<file path="config.mk">
export PLATFORM = sky130hd
export DESIGN_NAME = countdown_timer_with_display
export DESIGN_NICKNAME = d
export VERILOG_FILES = /design/src/rtl/core/ctd_pkg.sv /design/src/rtl/core/countdown_timer_with_display.sv /design/src/rtl/core/ctd_display.sv
export SDC_FILE = /design/constraint.sdc
export NUM_CORES = 1
export LEC_CHECK = 0
export BUFFER_PORTS_ARGS = -buffer_cell sky130_fd_sc_hd__buf_2
export CORE_ASPECT_RATIO = 1.4
export CORE_MARGIN = 1
export CORE_UTILIZATION = 39
export CTS_BUF_LIST = sky130_fd_sc_hd__clkbuf_8 sky130_fd_sc_hd__clkbuf_16
export CTS_CLUSTER_SIZE = 30
export DETAILED_ROUTE_END_ITERATION = 16
export GPL_ROUTABILITY_DRIVEN = 0
export PLACE_DENSITY_LB_ADDON = 0.25
export SYNTH_ARGS = -nofsm -noshare
export SYNTH_HDL_FRONTEND = slang
export SYNTH_SLANG_ARGS = --single-unit
</file>
<file path="constraint.sdc">
create_clock -name aclk -period 37.3 [get_ports aclk]
set_input_delay 3.73 -clock aclk [delete_from_list [all_inputs] [get_ports aclk]]
set_output_delay 3.73 -clock aclk [all_outputs]
set_load 0.005 [all_outputs]
</file>
<file path="src/rtl/core/ctd_pkg.sv">
// Shared types, codes, constants and display arithmetic of the countdown timer.
`default_nettype none

package ctd_pkg;

    localparam int unsigned COUNT_W = 13;
    localparam logic [COUNT_W-1:0] HARD_MAX_SECONDS = 13'd5999;

    // Configuration register indexes.
    localparam logic [2:0] REG_TICKS_PER_SECOND = 3'd0;
    localparam logic [2:0] REG_SCAN_PERIOD      = 3'd1;
    localparam logic [2:0] REG_SMALL_STEP       = 3'd2;
    localparam logic [2:0] REG_LARGE_STEP       = 3'd3;
    localparam logic [2:0] REG_STEP_THRESHOLD   = 3'd4;
    localparam logic [2:0] REG_MAX_SECONDS      = 3'd5;

    // Configuration reset values.
    localparam logic [15:0] RST_TICKS_PER_SECOND = 16'd20000;
    localparam logic [15:0] RST_SCAN_PERIOD      = 16'd400;
    localparam logic [7:0]  RST_SMALL_STEP       = 8'd15;
    localparam logic [7:0]  RST_LARGE_STEP       = 8'd59;
    localparam logic [12:0] RST_STEP_THRESHOLD   = 13'd1180;
    localparam logic [12:0] RST_MAX_SECONDS      = 13'd5999;

    // Segment patterns, active low, a in bit 0 and dp in bit 7.
    localparam logic [7:0] SEG_BLANK    = 8'hff;
    localparam logic [7:0] SEG_DP_MASK  = 8'h7f;

    typedef enum logic [1:0] {
        REQ_TICK    = 2'd0,
        REQ_BUTTON  = 2'd1,
        REQ_ENCODER = 2'd2,
        REQ_NONE    = 2'd3
    } req_t;

    typedef enum logic [1:0] {
        RESUME_FRESH  = 2'd0,
        RESUME_PAUSED = 2'd1,
        RESUME_ACKED  = 2'd2
    } resume_t;

    // Timer state handed to the display decoder.
    typedef struct packed {
        logic [COUNT_W-1:0] count;
        logic [1:0]         digit;
        logic               alarm;
        logic               lamp;
    } ctd_disp_t;

    // One result word.
    typedef struct packed {
        logic [7:0]         segments;
        logic [3:0]         digit_enable;
        logic               buzzer_on;
        logic               run_lamp;
        logic [COUNT_W-1:0] seconds_left;
    } ctd_result_t;

    function automatic logic [7:0] seg_font(input logic [3:0] digit);
        logic [7:0] pattern;
        case (digit)
            4'd0:    pattern = 8'hc0;
            4'd1:    pattern = 8'hf9;
            4'd2:    pattern = 8'ha4;
            4'd3:    pattern = 8'hb0;
            4'd4:    pattern = 8'h99;
            4'd5:    pattern = 8'h92;
            4'd6:    pattern = 8'h82;
            4'd7:    pattern = 8'hf8;
            4'd8:    pattern = 8'h80;
            4'd9:    pattern = 8'h90;
            default: pattern = SEG_BLANK;
        endcase
        return pattern;
    endfunction

    // Quotient by 60 for counts up to 5999: multiply by 2^20/60 rounded up.
    function automatic logic [6:0] div60(input logic [COUNT_W-1:0] value);
        logic [27:0] product;
        product = 28'(value) * 28'd17477;
        return product[26:20];
    endfunction

    // Quotient by 10 for values up to 99: multiply by 2^11/10 rounded up.
    function automatic logic [3:0] div10(input logic [6:0] value);
        logic [14:0] product;
        product = 15'(value) * 15'd205;
        return product[14:11];
    endfunction

endpackage

`default_nettype wire

</file>
<file path="src/rtl/core/countdown_timer_with_display.sv">
// Top level of the countdown timer with multiplexed 7-segment display output.
//
//  channel   direction  handshake          payload
//  s_        in         s_valid/s_ready    s_req_type, s_encoder_dir
//  m_        out        m_valid/m_ready    m_segments, m_digit_enable, m_buzzer_on,
//                                          m_run_lamp, m_seconds_left
//  cfg_      in         cfg_wr_en          cfg_addr, cfg_wdata
//
// One word is accepted per cycle while s_ready is high; each word gives one result word,
// through input register, timer state update, display decode into the output register.
// The timer state is updated in the single cycle a word leaves the input register.
// Reset is synchronous on aresetn low and restores the default configuration.
// Each stage holds its word while the stage after it is full, so a stalled result
// still leaves room for two more words behind it.
`default_nettype none

module countdown_timer_with_display (
    input  wire logic        aclk,
    input  wire logic        aresetn,
    input  wire logic        s_valid,
    output logic             s_ready,
    input  wire logic [1:0]  s_req_type,
    input  wire logic        s_encoder_dir,
    output logic             m_valid,
    input  wire logic        m_ready,
    output logic [7:0]       m_segments,
    output logic [3:0]       m_digit_enable,
    output logic             m_buzzer_on,
    output logic             m_run_lamp,
    output logic [12:0]      m_seconds_left,
    input  wire logic        cfg_wr_en,
    input  wire logic [2:0]  cfg_addr,
    input  wire logic [15:0] cfg_wdata
);

    // Configuration registers.
    logic [15:0] ticks_per_second_reg;
    logic [15:0] scan_period_reg;
    logic [7:0]  small_step_reg;
    logic [7:0]  large_step_reg;
    logic [12:0] step_threshold_reg;
    logic [12:0] max_seconds_reg;

    // Pipeline registers.
    logic              in_valid_reg;
    ctd_pkg::req_t     req_reg;
    logic              dir_reg;
    logic              mid_valid_reg;
    ctd_pkg::ctd_disp_t mid_reg;
    logic              out_valid_reg;
    ctd_pkg::ctd_result_t out_reg;

    // Timer state.
    logic             running_reg,   running_next;
    logic [12:0]      count_reg,     count_next;
    logic             alarm_reg,     alarm_next;
    ctd_pkg::resume_t resume_reg,    resume_next;
    logic [12:0]      preset_reg,    preset_next;
    logic [15:0]      prescaler_reg, prescaler_next;
    logic [15:0]      scan_cnt_reg,  scan_cnt_next;
    logic [1:0]       digit_reg,     digit_next;
    logic             lamp_reg,      lamp_next;

    logic        out_ready;
    logic        mid_ready;
    logic        in_ready;
    logic        item_advance;
    logic [12:0] top_limit;
    logic [12:0] count_pre;
    logic [12:0] count_work;
    logic [7:0]  step;
    logic [13:0] enc_sum;
    logic [12:0] enc_value;
    ctd_pkg::ctd_result_t decoded;

    assign out_ready    = !out_valid_reg || m_ready;
    assign mid_ready    = !mid_valid_reg || out_ready;
    assign in_ready     = !in_valid_reg || mid_ready;
    assign item_advance = in_valid_reg && mid_ready;
    assign s_ready      = in_ready;

    always_comb begin
        top_limit = (max_seconds_reg < ctd_pkg::HARD_MAX_SECONDS) ? max_seconds_reg
                                                                 : ctd_pkg::HARD_MAX_SECONDS;
        // A lowered limit takes effect before the word is applied.
        count_pre = (count_reg > top_limit) ? top_limit : count_reg;

        step    = (count_pre < step_threshold_reg) ? small_step_reg : large_step_reg;
        enc_sum = {1'b0, count_pre} + 14'(step);
        if (dir_reg) begin
            enc_value = (13'(step) > count_pre) ? 13'd0 : count_pre - 13'(step);
        end else begin
            enc_value = (enc_sum > {1'b0, top_limit}) ? top_limit : enc_sum[12:0];
        end

        running_next   = running_reg;
        count_work     = count_pre;
        alarm_next     = alarm_reg;
        resume_next    = resume_reg;
        preset_next    = preset_reg;
        prescaler_next = prescaler_reg;
        scan_cnt_next  = scan_cnt_reg;
        digit_next     = digit_reg;
        lamp_next      = lamp_reg;

        case (req_reg)
            ctd_pkg::REQ_TICK: begin
                if (prescaler_reg >= ticks_per_second_reg) begin
                    prescaler_next = '0;
                    if (running_reg) begin
                        if (count_pre == 13'd0) begin
                            resume_next = ctd_pkg::RESUME_FRESH;
                            alarm_next  = 1'b1;
                        end else begin
                            alarm_next = 1'b0;
                            count_work = count_pre - 13'd1;
                        end
                    end
                end else begin
                    prescaler_next = prescaler_reg + 16'd1;
                end
                if (scan_cnt_reg >= scan_period_reg) begin
                    scan_cnt_next = '0;
                    digit_next    = digit_reg + 2'd1;
                end else begin
                    scan_cnt_next = scan_cnt_reg + 16'd1;
                end
            end
            ctd_pkg::REQ_BUTTON: begin
                if (!running_reg) begin
                    if (count_pre != 13'd0) begin
                        lamp_next = 1'b1;
                    end
                    running_next = 1'b1;
                    // Resuming from a pause keeps the saved preset.
                    if (resume_reg != ctd_pkg::RESUME_PAUSED) begin
                        resume_next = ctd_pkg::RESUME_FRESH;
                        if (count_pre != 13'd0) begin
                            preset_next = count_pre;
                        end
                    end
                end else begin
                    if (alarm_reg) begin
                        alarm_next  = 1'b0;
                        count_work  = preset_reg;
                        resume_next = ctd_pkg::RESUME_ACKED;
                    end else begin
                        resume_next = ctd_pkg::RESUME_PAUSED;
                    end
                    running_next = 1'b0;
                    lamp_next    = 1'b0;
                end
            end
            ctd_pkg::REQ_ENCODER: begin
                if (!running_reg) begin
                    count_work = enc_value;
                end
            end
            default: begin
            end
        endcase

        count_next = (count_work > top_limit) ? top_limit : count_work;
        if (alarm_next) begin
            lamp_next = 1'b0;
        end
    end

    ctd_display u_display (
        .disp (mid_reg),
        .res  (decoded)
    );

    always_ff @(posedge aclk) begin
        if (!aresetn) begin
            ticks_per_second_reg <= ctd_pkg::RST_TICKS_PER_SECOND;
            scan_period_reg      <= ctd_pkg::RST_SCAN_PERIOD;
            small_step_reg       <= ctd_pkg::RST_SMALL_STEP;
            large_step_reg       <= ctd_pkg::RST_LARGE_STEP;
            step_threshold_reg   <= ctd_pkg::RST_STEP_THRESHOLD;
            max_seconds_reg      <= ctd_pkg::RST_MAX_SECONDS;
        end else if (cfg_wr_en) begin
            case (cfg_addr)
                ctd_pkg::REG_TICKS_PER_SECOND: ticks_per_second_reg <= cfg_wdata;
                ctd_pkg::REG_SCAN_PERIOD:      scan_period_reg      <= cfg_wdata;
                ctd_pkg::REG_SMALL_STEP:       small_step_reg       <= cfg_wdata[7:0];
                ctd_pkg::REG_LARGE_STEP:       large_step_reg       <= cfg_wdata[7:0];
                ctd_pkg::REG_STEP_THRESHOLD:   step_threshold_reg   <= cfg_wdata[12:0];
                ctd_pkg::REG_MAX_SECONDS:      max_seconds_reg      <= cfg_wdata[12:0];
                default: begin
                end
            endcase
        end
    end

    always_ff @(posedge aclk) begin
        if (!aresetn) begin
            running_reg   <= 1'b0;
            count_reg     <= '0;
            alarm_reg     <= 1'b0;
            resume_reg    <= ctd_pkg::RESUME_FRESH;
            preset_reg    <= '0;
            prescaler_reg <= '0;
            scan_cnt_reg  <= '0;
            digit_reg     <= '0;
            lamp_reg      <= 1'b0;
        end else if (item_advance) begin
            running_reg   <= running_next;
            count_reg     <= count_next;
            alarm_reg     <= alarm_next;
            resume_reg    <= resume_next;
            preset_reg    <= preset_next;
            prescaler_reg <= prescaler_next;
            scan_cnt_reg  <= scan_cnt_next;
            digit_reg     <= digit_next;
            lamp_reg      <= lamp_next;
        end
    end

    always_ff @(posedge aclk) begin
        if (!aresetn) begin
            in_valid_reg  <= 1'b0;
            mid_valid_reg <= 1'b0;
            out_valid_reg <= 1'b0;
        end else begin
            if (in_ready) begin
                in_valid_reg <= s_valid;
            end
            if (mid_ready) begin
                mid_valid_reg <= in_valid_reg;
            end
            if (out_ready) begin
                out_valid_reg <= mid_valid_reg;
            end
        end
    end

    always_ff @(posedge aclk) begin
        if (s_valid && in_ready) begin
            req_reg <= ctd_pkg::req_t'(s_req_type);
            dir_reg <= s_encoder_dir;
        end
        if (item_advance) begin
            mid_reg.count <= count_next;
            mid_reg.digit <= digit_next;
            mid_reg.alarm <= alarm_next;
            mid_reg.lamp  <= lamp_next;
        end
        if (mid_valid_reg && out_ready) begin
            out_reg <= decoded;
        end
    end

    assign m_valid        = out_valid_reg;
    assign m_segments     = out_reg.segments;
    assign m_digit_enable = out_reg.digit_enable;
    assign m_buzzer_on    = out_reg.buzzer_on;
    assign m_run_lamp     = out_reg.run_lamp;
    assign m_seconds_left = out_reg.seconds_left;

endmodule

`default_nettype wire

</file>
<file path="src/rtl/core/ctd_display.sv">
// Converts the seconds count and scan position into one multiplexed display word.
`default_nettype none

module ctd_display (
    input  wire ctd_pkg::ctd_disp_t disp,
    output ctd_pkg::ctd_result_t    res
);

    logic [6:0] mins;
    logic [5:0] secs;
    logic [3:0] mins_tens;
    logic [3:0] mins_units;
    logic [3:0] secs_tens;
    logic [3:0] secs_units;
    logic [3:0] digit_val;
    logic [7:0] pattern;

    always_comb begin
        mins       = ctd_pkg::div60(disp.count);
        secs       = 6'(disp.count - 13'(mins) * 13'd60);
        mins_tens  = ctd_pkg::div10(mins);
        mins_units = 4'(mins - 7'(mins_tens) * 7'd10);
        secs_tens  = ctd_pkg::div10(7'(secs));
        secs_units = 4'(secs - 6'(secs_tens) * 6'd10);

        case (disp.digit)
            2'd0:    digit_val = mins_tens;
            2'd1:    digit_val = mins_units;
            2'd2:    digit_val = secs_tens;
            default: digit_val = secs_units;
        endcase

        pattern = ctd_pkg::seg_font(digit_val);
        // The minutes units digit carries the colon point.
        if (disp.digit == 2'd1) begin
            pattern = pattern & ctd_pkg::SEG_DP_MASK;
        end

        res.segments     = pattern;
        res.digit_enable = 4'b0001 << disp.digit;
        res.buzzer_on    = disp.alarm;
        res.run_lamp     = disp.lamp;
        res.seconds_left = disp.count;
    end

endmodule

`default_nettype wire

</file>
==> results.md, run 1 <==
- Post-DRT Antenna Nets: 0
- Clock transition at the registers of the reported paths: 0.08 ns
- Setup crit start kind: flip-flop
- CTS sink count: 189
- Outcome: complete, no violations
- EDFF count, synth: 47
- Final #Nets: 2148
- Rel. slew slack: 0.107
- Row Count: 86
- WL final: 45.3 mm
- Final Util: 0.431
- Async SR Flop Fraction: 0
- Unrepaired setup endpoints after global routing: no
- Synth top area share: 0.185
- Vias in the first global route: 13304
- Worst Tran Pin Value: 1.32 ns
- Initial antenna violation count: 0
- Hold Path Class: reg -> reg
- Cell Count Post-Placement: 2365
- Multi-input gate area: 10300 sq um
- Slowest-stage cell, CP: mux2i_1
- XOR/XNOR Fraction of Synth Area: 0.0481
- Pins Over Slew Limit: 0
- Clk root buf: clkbuf_16
- Via density: 5.53
- Crit path capture type: flip-flop
- Reg2reg path depth: 51
- Post-Synth Adder-Cell Area: 0.234
- Clock Latency Late Sink: 0.46 ns
- Critical path data arrival time: 14.62 ns
- Most frequent cells in the layout: nand2_1, ha_1, inv_1
- Synth warn: 0
- Layout Cells excl Fill: 2397
- DR vias: 13262
- Met1 GRT Util: 0.253
- Fraction of layout cells with a size suffix above 1: 0.0813
- Synth area leaders: ha_1, dfxtp_1, edfxtp_1
- Setup Viol. Count Final: 0
- IO buf count: 55
- Mapped cell area: 15500 sq um
- 1st-iter DRT viols: 797
- Data required time at the worst endpoint: 37.66 ns
- GRT Max-Usage Layer: met2
- Most frequent CP cell: o21ai_0
- Area growth from synthesis to layout: 9.44%
- Die Height: 238 um
- Area post-placement: 16400 sq um
- First-pass DRT Iterations: 6
- Setup TNS: 0 ns
- Tcrit/Tclk final: 0.382
- # DRC: 0
- CTS max path bufs: 2
- Cts bufs inserted: 17
- # hold bufs at CTS: 0
- Yosys cell types: 86
- Die area: 40500 sq um
- Fillers: 3929
- Antenna Cells: 0
- Met2 Use GR: 0.412
- Io pins: 56
- Synth Flop Type: dfxtp_1
- Die width: 170 um
- Max-Cap Viols: 0
- Final hold vios: 0
- Post-route cell area: 16900 sq um
- Skew final: 0.0167 ns
- Gate count of the mapped netlist: 1821
- Core area: 39300 sq um
- CTS tree: yes
- Largest net degree at the start of global routing: 67
- Largest area contributor in the netlist: ha_1
- Initial Utilization: 0.394
- DP Wirelength: 35.2 mm
- Overall routing resource usage: 0.230
- Hold path depth: 0
- Max FFs per register: 17
- CP max stage delay: 0.69 ns
- Post-synth net total: 2113
- Compound-Gate Fraction of Synth Area: 0.165
- Seq cells post-synth: 189
- H-tree Lvls: 4
- Main combinational cell family by area after synthesis: adder cells
- Setup Buffers After CTS: 0
- Avg WL per Cell: 18.9 um
- First-pass GRT wire length: 71.5 mm
- Reg area: 4250 sq um
- Cts repair resizes: 0
- GRT overflow: 0
- Sequential cell area fraction in the yosys report: 0.275
- Fmax: 70.1 MHz
- Tmin final: 14.26 ns
- Setup CP Type: reg -> reg
- Avg Synthesized Cell Area: 8.50 sq um
- CP max FO: 26
- Met3 usage: 0.0346
- Synth Area in Simple Gates: 0.172
- Post-synthesis mux area share: 0.0463
==> Yosys cell counts (4+ instances only) <==
| library cell | number |
|---|---|
| or2_2 | 9 |
| fa_1 | 36 |
| ha_1 | 229 |
| xnor2_1 | 49 |
| and2_1 | 10 |
| o21a_1 | 6 |
| inv_1 | 178 |
| a211oi_1 | 11 |
| a22oi_1 | 5 |
| nand2_1 | 229 |
| and3_1 | 14 |
| xor2_1 | 36 |
| o31ai_1 | 5 |
| o22ai_1 | 5 |
| a21o_1 | 33 |
| dfxtp_1 | 142 |
| mux2i_1 | 48 |
| o211ai_1 | 26 |
| clkinv_1 | 4 |
| nor2_1 | 132 |
| o41ai_1 | 4 |
| nand3_1 | 66 |
| or3_1 | 8 |
| nor2b_1 | 18 |
| o211a_1 | 6 |
| nand4_1 | 29 |
| o21ai_1 | 11 |
| nand2b_1 | 20 |
| o21bai_1 | 11 |
| edfxtp_1 | 47 |
| a21oi_1 | 117 |
| o311ai_0 | 4 |
| clkbuf_1 | 54 |
| a211o_1 | 4 |
| a31oi_1 | 17 |
| nor3_1 | 28 |
| o21ai_0 | 68 |
| a2111oi_0 | 7 |
| buf_2 | 5 |
| mux2_2 | 13 |
==> critical path, delay by kind of cell (launching register included) <==
kind | cells | cell delay (ns)
muxes | 3 | 1.40
DFF | 1 | 0.60
adders and majority gates | 6 | 1.82
xor gates and xnor gates | 1 | 0.21
buffers and inverters | 4 | 0.87
AOI/OAI and AO/OA | 27 | 7.52
and+or+nand+nor | 10 | 1.71
==> routing by layer <==
layer,wire length [um],part of all wire
met4,2980,0.066
met3,2090,0.046
met2,22600,0.50
met5,0,0
met1,17600,0.39
==> path summary, 6_finish.rpt <==
kind,startpoint,end,slack (ns)
setup / recovery,max_seconds_reg[12]$_SDFFE_PN1P_,count_reg[8]$_SDFFE_PN0P_,23.04
hold / removal,mid_reg[1]$_DFFE_PP_,m_buzzer_on$_DFFE_PP_,0.42
setup reg to reg,max_seconds_reg[12]$_SDFFE_PN1P_,count_reg[8]$_SDFFE_PN0P_,23.04
hold reg to reg,mid_reg[1]$_DFFE_PP_,m_buzzer_on$_DFFE_PP_,0.42
==> per-stage QoR <==
stage | setup slack, ns | hold WS (ns)
3_5_place_dp | 23.36 | 0.405
3_3_place_gp | 23.63 | 0.406
2_1_floorplan | 25.16 | 0.400
5_1_grt | 22.03 | 0.426
6_report | 23.04 | 0.421
4_1_cts | 23.32 | 0.423
==> kinds of logic (layout without fill, tap and decap cells) <==
| kind of cell | count (synthesis) | in the layout |
|---|---|---|
| flip-flops | 189 | 189 |
| buffers and inverters | 245 | 293 |
| AO/OA/AOI/OAI | 386 | 386 |
| XOR/XNOR | 85 | 85 |
| multiplexers | 66 | 66 |
| adder cells (fa/ha/maj) | 268 | 268 |
| AND/OR/NAND/NOR | 582 | 582 |
==> cell type report <==
type | count | area share
Sequential cell | 189 | 0.251
Clock inverter | 14 | 0.00857
Clock buffer | 18 | 0.0259
Tap cell | 528 | 0.0390
Timing Repair Buffer | 79 | 0.0269
Inverter | 182 | 0.0403
Multi-Input combinational cell | 1387 | 0.608
Power of run 1 is left out: the tool's default activity adds up to more than one toggle a clock period on the data nets, which glitch-free logic cannot reach.
==> inputs of run 2 (changes only) <==
ABC_AREA = 1   (was unset)
clock period = 14.3 ns   (was 37.3 ns; I/O delays follow)
==> run 2 against run 1 <==
Synthesized cell count grew 8.2%. Flip-flop and latch count unchanged. Wire length decreased by 7.9%. Highest routed layer unchanged.
==> results.md, run 2 <==
- Outcome: complete, no violations
- Area growth from synthesis to layout: 8.76%
- Metal2 WL: 20.9 mm
- Final hold vios: 0
- Setup crit start kind: flip-flop
- Post-synthesis mux area share: 0.000746
- Hold Path Origin: mid_reg[1]$_DFFE_PP_
- Via density: 5.34
- Setup CP Type: reg -> reg
- Post-synth net total: 2262
- # DRC: 0
- CP max FO: 22
- Hold path depth: 0
- Setup Viol. Count Final: 0
- Flop2flop setup slack: 2.94 ns
- EDFF count, synth: 47
- Most frequent CP cell: nand2_1
- Cts bufs inserted: 17
- Die Height: 235 um
- DR WL met3: 1.70 mm
- Largest area contributor in the netlist: ha_1
- Antenna Cells: 0
- Yosys cell types: 57
- Data required time at the worst endpoint: 14.70 ns
- Uppermost routed layer: met4
- Mapped cell area: 15100 sq um
- Tmin final: 11.36 ns
- Slowest-stage cell, CP: nor2_1
- Vias in the first global route: 13016
- Initial antenna violation count: 0
- Async SR Flop Fraction: 0
- Sequential cell area fraction in the yosys report: 0.282
- Avg WL per Cell: 16.7 um
- WL final: 41.7 mm
- Gate count of the mapped netlist: 1970
- Setup Buffers After CTS: 0
- Most frequent cells in the layout: nand2_1, inv_1, ha_1
- Top-count cell post-synth: nand2_1
- R2r startpoint: max_seconds_reg[6]$_SDFFE_PN1P_
- Worst Hold Path EP: m_buzzer_on$_DFFE_PP_
- Reg2reg path depth: 58
- Post-Synth Adder-Cell Area: 0.237
- Clock transition at the registers of the reported paths: 0.08 ns
- Row Count: 84
- Post-DRT Antenna Nets: 0
- DR vias: 13315
- Max FFs per register: 17
- Setup TNS: 0 ns
- Io pins: 56
- Fraction of layout cells with a size suffix above 1: 0.0782
- Pins Over Slew Limit: 0
- Skew final: 0.0162 ns
- Commonest non-fill, non-tap cell in the layout: nand2_1
- 1st-iter DRT viols: 811
- Fillers: 3867
- Compound-Gate Fraction of Synth Area: 0.149
- Clk root buf: clkbuf_16
- Synth area leaders: ha_1, dfxtp_1, edfxtp_1
- Final Util: 0.434
- Crit path capture type: flip-flop
- Hold Path Class: reg -> reg
- CTS sink count: 189
- Core area: 37800 sq um
- Avg Synthesized Cell Area: 7.66 sq um
- M1 WL: 16.7 mm
- Max-Cap Viols: 0
- Tcrit/Tclk final: 0.794
- Synth Flop Type: dfxtp_1
- Worst Tran Pin Value: 1.12 ns
- Main combinational cell family by area after synthesis: adder cells
- XOR/XNOR Fraction of Synth Area: 0.0267
- Initial Utilization: 0.399
- IO buf count: 55
- Synth warn: 0
- Critical path data arrival time: 11.76 ns
- Synth top cells by count: nand2_1, inv_1, ha_1
- # hold bufs at CTS: 0
- Final #Nets: 2299
- Unrepaired setup endpoints after global routing: no
- Die width: 168 um
- First-pass DRT Iterations: 5
- Fmax: 88.0 MHz
- Multi-input gate area: 9370 sq um
- First-pass GRT wire length: 67.3 mm
- Largest net degree at the start of global routing: 52
- Die area: 39500 sq um
- Clock Latency Late Sink: 0.45 ns
- Seq cells post-synth: 189
- CTS tree: yes
- GRT overflow: 0
- Synth Area in Simple Gates: 0.206
- CTS max path bufs: 2
- Rel. slew slack: 0.249
- FF-to-FF End: count_reg[11]$_SDFFE_PN0P_
- DP Wirelength: 33.0 mm
- Synth top area share: 0.190
- Overall routing resource usage: 0.216
- Cts repair resizes: 0
- CP max stage delay: 0.49 ns
- Reg area: 4250 sq um
- H-tree Lvls: 4
## run 2: cell families after synthesis
logic type / count (synthesis)
compound gates: 391
xor+xnor: 46
fa+ha+maj: 265
buf+inv: 386
flops: 189
mux: 1
simple gates: 692
## run 2: layer usage
layer | GRT usage | vias up
li1 | - | 6629
met1 | 0.241 | 6155
met3 | 0.0253 | 134
met4 | 0.125 | 0
met5 | 0 | -
met2 | 0.391 | 397
## run 2: cell type report
class,count,area share
Clock buffer,19,0.0276
Clock inverter,13,0.00792
Inverter,340,0.0779
Multi-Input combinational cell,1395,0.571
Sequential cell,189,0.259
Tap cell,473,0.0360
Timing Repair Buffer,64,0.0209
## run 2: critical path: cells and delay by family (launching register included)
family          cells  cell delay [ns]
buf+inv             7             0.72
flops               1             0.30
simple gates       33             5.33
fa+ha+maj           5             1.65
compound gates     13             3.27
## run 2: worst max-delay path by stage
stage                                               start                    endpoint  slack (ns)  cells past startpoint
after floorplan                     mid_reg[14]$_DFFE_PP_     m_segments[0]$_DFFE_PP_        4.73                     45
after global placement              mid_reg[14]$_DFFE_PP_     m_segments[0]$_DFFE_PP_        3.56                     49
after detailed placement  max_seconds_reg[6]$_SDFFE_PN1P_  count_reg[11]$_SDFFE_PN0P_        3.16                     58
after CTS                 max_seconds_reg[6]$_SDFFE_PN1P_  count_reg[11]$_SDFFE_PN0P_        3.11                     58
after global routing      max_seconds_reg[6]$_SDFFE_PN1P_   count_reg[8]$_SDFFE_PN0P_        1.88                     58
final                     max_seconds_reg[6]$_SDFFE_PN1P_  count_reg[11]$_SDFFE_PN0P_        2.94                     58
## run 2: metrics by stage
step | setup slack [ns] | area, sq um | std cells | hold slack, ns
after floorplan | 4.73 | 15100 | 1970 | 0.400
after global placement | 3.56 | 15800 | 2461 | 0.434
after detailed placement | 3.16 | 15800 | 2461 | 0.437
after CTS | 3.11 | 16400 | 2493 | 0.455
after global routing | 1.88 | 16400 | 2493 | 0.469
final | 2.94 | 16400 | 2493 | 0.449
Power of run 2 is left out for the same reason.
